$ cat src/hdl/drf_pkg.sv
// Package: shared types, constants and reason codes of the deadband report filter.
`timescale 1ns / 1ps
package drf_pkg;

  localparam int unsigned CHANNELS   = 64;
  localparam int unsigned SLOTS      = 4;
  localparam int unsigned VALUE_BITS = 32;

  localparam int unsigned CH_W     = 6;
  localparam int unsigned CH_IDX_W = $clog2(CHANNELS);
  localparam int unsigned TS_W     = 63;
  localparam int unsigned TOL_W    = 17;
  localparam int unsigned PERIOD_W = 37;
  localparam int unsigned SUM_W    = TS_W + 1;

  localparam int unsigned SCALE     = 10000;
  localparam int unsigned SCALE_W   = 14;
  localparam int unsigned DIFF_W    = VALUE_BITS + 1;
  localparam int unsigned LHS_W     = DIFF_W + SCALE_W;
  localparam int unsigned RHS_W     = TOL_W + VALUE_BITS;
  localparam int unsigned CFG_IDX_W = 1;
  localparam int unsigned CFG_DAT_W = PERIOD_W;

  typedef enum logic [CFG_IDX_W-1:0] {
    CFG_TOLERANCE  = 1'b0,
    CFG_MIN_PERIOD = 1'b1
  } cfg_idx_e;

  typedef enum logic [1:0] {
    REASON_DROP   = 2'd0,
    REASON_NEW    = 2'd1,
    REASON_PERIOD = 2'd2,
    REASON_CHANGE = 2'd3
  } reason_e;

  typedef struct packed {
    logic [CH_W-1:0]       channel;
    logic [TS_W-1:0]       timestamp_us;
    logic signed [31:0]    value_0;
    logic signed [31:0]    value_1;
    logic signed [31:0]    value_2;
    logic signed [31:0]    value_3;
    logic [SLOTS-1:0]      present_mask;
  } drf_in_t;

  typedef struct packed {
    logic            forward;
    logic [1:0]      reason;
    logic [CH_W-1:0] out_channel;
  } drf_out_t;

  typedef struct packed {
    logic [SLOTS-1:0][VALUE_BITS-1:0] values;
    logic [SLOTS-1:0]                 mask;
    logic [TS_W-1:0]                  sent_us;
  } drf_entry_t;

  typedef struct packed {
    logic capture;
    logic calc;
    logic decide;
  } drf_cmd_t;

endpackage

$ cat src/hdl/drf_ctrl.sv
// Controller: sequences capture, product calculation and decision of one word.
`timescale 1ns / 1ps
module drf_ctrl (
  input  logic              clk_i,
  input  logic              rst_ni,
  input  logic              start_i,
  output logic              busy_o,
  output drf_pkg::drf_cmd_t cmd_o
);
  import drf_pkg::*;

  typedef enum logic [2:0] {
    ST_IDLE   = 3'b001,
    ST_CALC   = 3'b010,
    ST_DECIDE = 3'b100
  } state_e;

  state_e state_q, state_d;

  always_comb begin
    state_d = state_q;
    cmd_o   = '0;
    case (state_q)
      ST_IDLE: begin
        if (start_i) begin
          cmd_o.capture = 1'b1;
          state_d       = ST_CALC;
        end
      end
      ST_CALC: begin
        cmd_o.calc = 1'b1;
        state_d    = ST_DECIDE;
      end
      ST_DECIDE: begin
        cmd_o.decide = 1'b1;
        state_d      = ST_IDLE;
      end
      default: begin
        state_d = ST_IDLE;
      end
    endcase
  end

  assign busy_o = (state_q != ST_IDLE);

  always_ff @(posedge clk_i or negedge rst_ni) begin
    if (!rst_ni) begin
      state_q <= ST_IDLE;
    end else begin
      state_q <= state_d;
    end
  end

endmodule

$ cat config.mk
export PLATFORM = sky130hd
export DESIGN_NAME = drf_ctrl
export DESIGN_NICKNAME = d
export VERILOG_FILES = /design/src/hdl/drf_pkg.sv /design/src/hdl/drf_ctrl.sv
export SDC_FILE = /design/constraint.sdc
export NUM_CORES = 1
export LEC_CHECK = 0
export BUFFER_PORTS_ARGS = -buffer_cell sky130_fd_sc_hd__buf_2
export CAP_MARGIN = 40
export CELL_PAD_IN_SITES_DETAIL_PLACEMENT = 1
export CELL_PAD_IN_SITES_GLOBAL_PLACEMENT = 1
export CORE_AREA = 2 2 39 41
export CTS_BUF_LIST = sky130_fd_sc_hd__clkbuf_2 sky130_fd_sc_hd__clkbuf_4 sky130_fd_sc_hd__clkbuf_8
export CTS_CLUSTER_DIAMETER = 150
export DETAILED_ROUTE_END_ITERATION = 7
export DIE_AREA = 0 0 41 43
export MAX_ROUTING_LAYER = met4
export PLACE_DENSITY = 0.39
export SYNTH_ARGS = -nofsm -noshare
export SYNTH_HDL_FRONTEND = slang
export SYNTH_SLANG_ARGS = --single-unit
export TNS_END_PERCENT = 50
$ cat constraint.sdc
create_clock -name clk_i -period 2.5 [get_ports clk_i]
set_input_delay 0.125 -clock clk_i [delete_from_list [all_inputs] [get_ports clk_i]]
set_output_delay 0.125 -clock clk_i [all_outputs]
set_load 0.05 [all_outputs]
After elaboration in Yosys (flattened, before gate mapping). Cells that the tools add are included.

Output and inout port bits: 4. Register bits after elaboration: 3. Bits of input ports: 3. Logic and storage cells: 12.

Equal/unequal tests: 5. Mux-type cells: 6.

Operator list (number): $pmux W3 S2 (1); $mux W1 (4); $eq A3 B1 Y1 const B (1); $eq A3 B2 Y1 const B (1); $eq A3 B3 Y1 const B (1); $mux W3 (1); $ne A3 B1 Y1 const B (1); $ne A2 B2 Y1 const B (1).

Logic depth before layout (Yosys ltp).
Depth after elaboration: 2. Gate-level depth with buffers: 2. Gate-level depth less buffers: 2.

Worst setup path before layout. OpenSTA, ideal clock, no wires.

Path type: flip-flop to output port. Start: register state_q[2]. End: output cmd_o[0] (netlist bit). Stages on the path, launching flop included: 2. Path buffers: 0. Setup slack: 0.828 ns. Data arrival time: 1.547 ns. Cells stage by stage: dfrtp_1 nor3b_1.

RTL lines: start: declaration (line drf_ctrl.sv:18) `state_e state_q, state_d;`; start signal: assignment (line drf_ctrl.sv:50) `state_q <= state_d;`; end: declaration (line drf_ctrl.sv:8) `output drf_pkg::drf_cmd_t cmd_o`.

Worst setup path after layout.
Start: register state_q[0]. End: output busy_o.

Cells in the longest elaborated chain, start to end: 1.

Ends and longest elaborated chain: $ne A3 B1 Y1 (line drf_ctrl.sv:44) `assign busy_o = (state_q != ST_IDLE);`; end: declaration (line drf_ctrl.sv:7) `output logic busy_o,`.

No other way between the ends.

==> impl_metrics.ini <==
[status]
status = finished clean

[place]
gp_congestion = 0.571
dpl_cell_area_um2 = 186
dpl.hpwl_um = 255
portBuffers = 6
post-place-ws_ns = 1.28

[clock_network]
cts_buffers = 3
clock_sinks = 3
clock-root-buffer = clkbuf_4
post_cts_resized = 0
path_clk_slew_ns = 0.04
post_cts_buffers = 0
cts_tree = built
cts.htree.levels = 1
clk_latency_ns = 0.23
ctsHoldBuffers = 1
clock_path_buffers = 2

[pwr]
power.leakage_nw = 0.105
design_power_total_mw = 0.331
cellPowerDensity_nw_per_um2 = 1460
vdd_drop_max_v = 0.000301

[grt]
grt_overflow = 0
antenna_found_initial = 0
grt_max_degree = 7
grt_pass1_wl_um = 558
grt_use_total_pct = 5.47
grt_pass1_vias = 138

[final_layout]
layout-drive-gt1-share_pct = 61.9
largest_reg_flops = 3
regMostFlops = state_q
n_antenna_cell = 0
area_growth_pct = 57.4
final_util_pct = 16.4
fin_area_um2 = 226
reg.largest.list = state_q x3
fin_nets = 25

[route]
vias = 128
drt-initial-drc-count = 0
wl_um = 324
viasPerCell = 3.46
dr.pass1.iters = 1
wl_per_cell_um = 8.76
postRouteAntennaNets = 0
drc = 0

[worst_setup_path]
reg2regPathDepth = 2
endpoint_kind = primary output
cp.required_ns = 2.38
path_depth = 2
critPathTopFamily = flip-flops
worstPathArrival_ns = 1.34
crit_path_max_fanout = 6
crit_path_start_kind = flip-flop
crit_buf_inv = 1
cp_cell_sequence = or3b_1 > buf_2
max_stage_delay_ns = 0.56
crit_type = reg -> out
crit_path_top_delay_cell = dfstp_2

[floorplan]
start_util_pct = 10.4
core_um2 = 1380
die_x_um = 41
die_y_um = 43
num_rows = 14
boundaryPins = 7
dieArea_um2 = 1760

[timing]
clock_skew_ns = 0.00248
report.final.slew_viol_count = 0
finalCriticalPeriod_ns = 1.47
rsz0062_at_grt = false
layout_setup_ws_ns = 1.03
tightest_slew_ns = 0.259
setup_viol_count_final = 0
tns_ns = 0
timing.final.hold_violations = 0
relSlewSlack_pct = 82.7
fmax_ghz = 0.681
post-route-period-util_pct = 58.8

[job]
maxCapViolCount = 0

[synthesis]
synth-seq-area-share_pct = 53.0
synth_top_area_cell = dfrtp_1
synth_nets = 14
syn_area_um2 = 144
synth_seq_cells = 3
yosys-top-cells-area = dfrtp_1 35%, dfstp_2 18%, and4bb_2 17%
synth.avg_cell_area_um2 = 13.1
yosysTopAreaCellShare_pct = 34.8
ys_types = 7
syn_inst = 11
yosys_warnings = 0

[hold_path]
hp-class = in -> async
-- logic make-up after synthesis --
| kind of cell | share of synthesized area, % |
|---|---|
| buffers and inverters | 5.22 |
| DFF | 53.0 |
| and+or+nand+nor | 41.7 |
-- through the flow --
| step | cells | hold WS (ns) |
|---|---|---|
| 3_5_place_dp | 32 | -0.0750 |
| 2_1_floorplan | 11 | -0.171 |
| 4_1_cts | 37 | 0.205 |
| 6_report | 37 | 0.214 |
| 5_1_grt | 37 | 0.229 |
| 3_3_place_gp | 32 | -0.0809 |
-- cell type report --
| class | count | area (um2) |
|---|---|---|
| clock buffers | 4 | 30.0 |
| fillers | 163 | 1160 |
| multi-input cells | 7 | 60.1 |
| flip-flops and latches | 3 | 76.3 |
| well taps | 16 | 20.0 |
| repair buffers | 7 | 40.0 |
-- where the power goes --
part	internal [mW]	leakage (nW)	total, mW	switching (mW)
Sequential	0.0712	0.0371	0.0925	0.0213
Combinational	0.0442	0.0492	0.144	0.100
Clock	0.0706	0.0184	0.0945	0.0239
-- worst register-to-register path, delay by kind of cell, from the launching register on --
family	cells	cell delay, ns
flops	1	0.56
simple gates	2	0.30
-- worst paths after layout --
path | start | end | slack [ns]
max | state_q[0] | busy_o | 1.03
min | rst_ni | state_q[1] | 0.21
max reg2reg | state_q[0] | state_q[0] | 1.57
min reg2reg | state_q[2] | state_q[2] | 0.53
max in group asynchronous | rst_ni | state_q[0] | 2.09
min in group clk_i | start_i | state_q[1] | 0.23
-- cells in the final DEF (no fill, tap or decap), drive strengths merged --
| cell type | synthesis | final |
|---|---|---|
| buf | 1 | 6 |
| dfstp | 1 | 1 |
| dlygate4sd3 | 0 | 1 |
| nor3b | 3 | 3 |
| nor2 | 1 | 1 |
| and4bb | 2 | 2 |
| clkbuf | 0 | 4 |
| dfrtp | 2 | 2 |
| or3b | 1 | 1 |
-- synth_stat cells, drive strengths merged --
| cell type | count |
|---|---|
| or3b | 1 |
| dfrtp | 2 |
| nor3b | 3 |
| and4bb | 2 |
| buf | 1 |
| dfstp | 1 |
| nor2 | 1 |
-- routing by layer --
metal,share of wire [%],track usage [%],vias to the layer above
met5,0,-,-
met4,0,4.00,0
met3,16,5.24,0
met2,34,5.63,7
met1,49,6.17,59
li1,-,-,62
(Power assumes the default switching activity.)
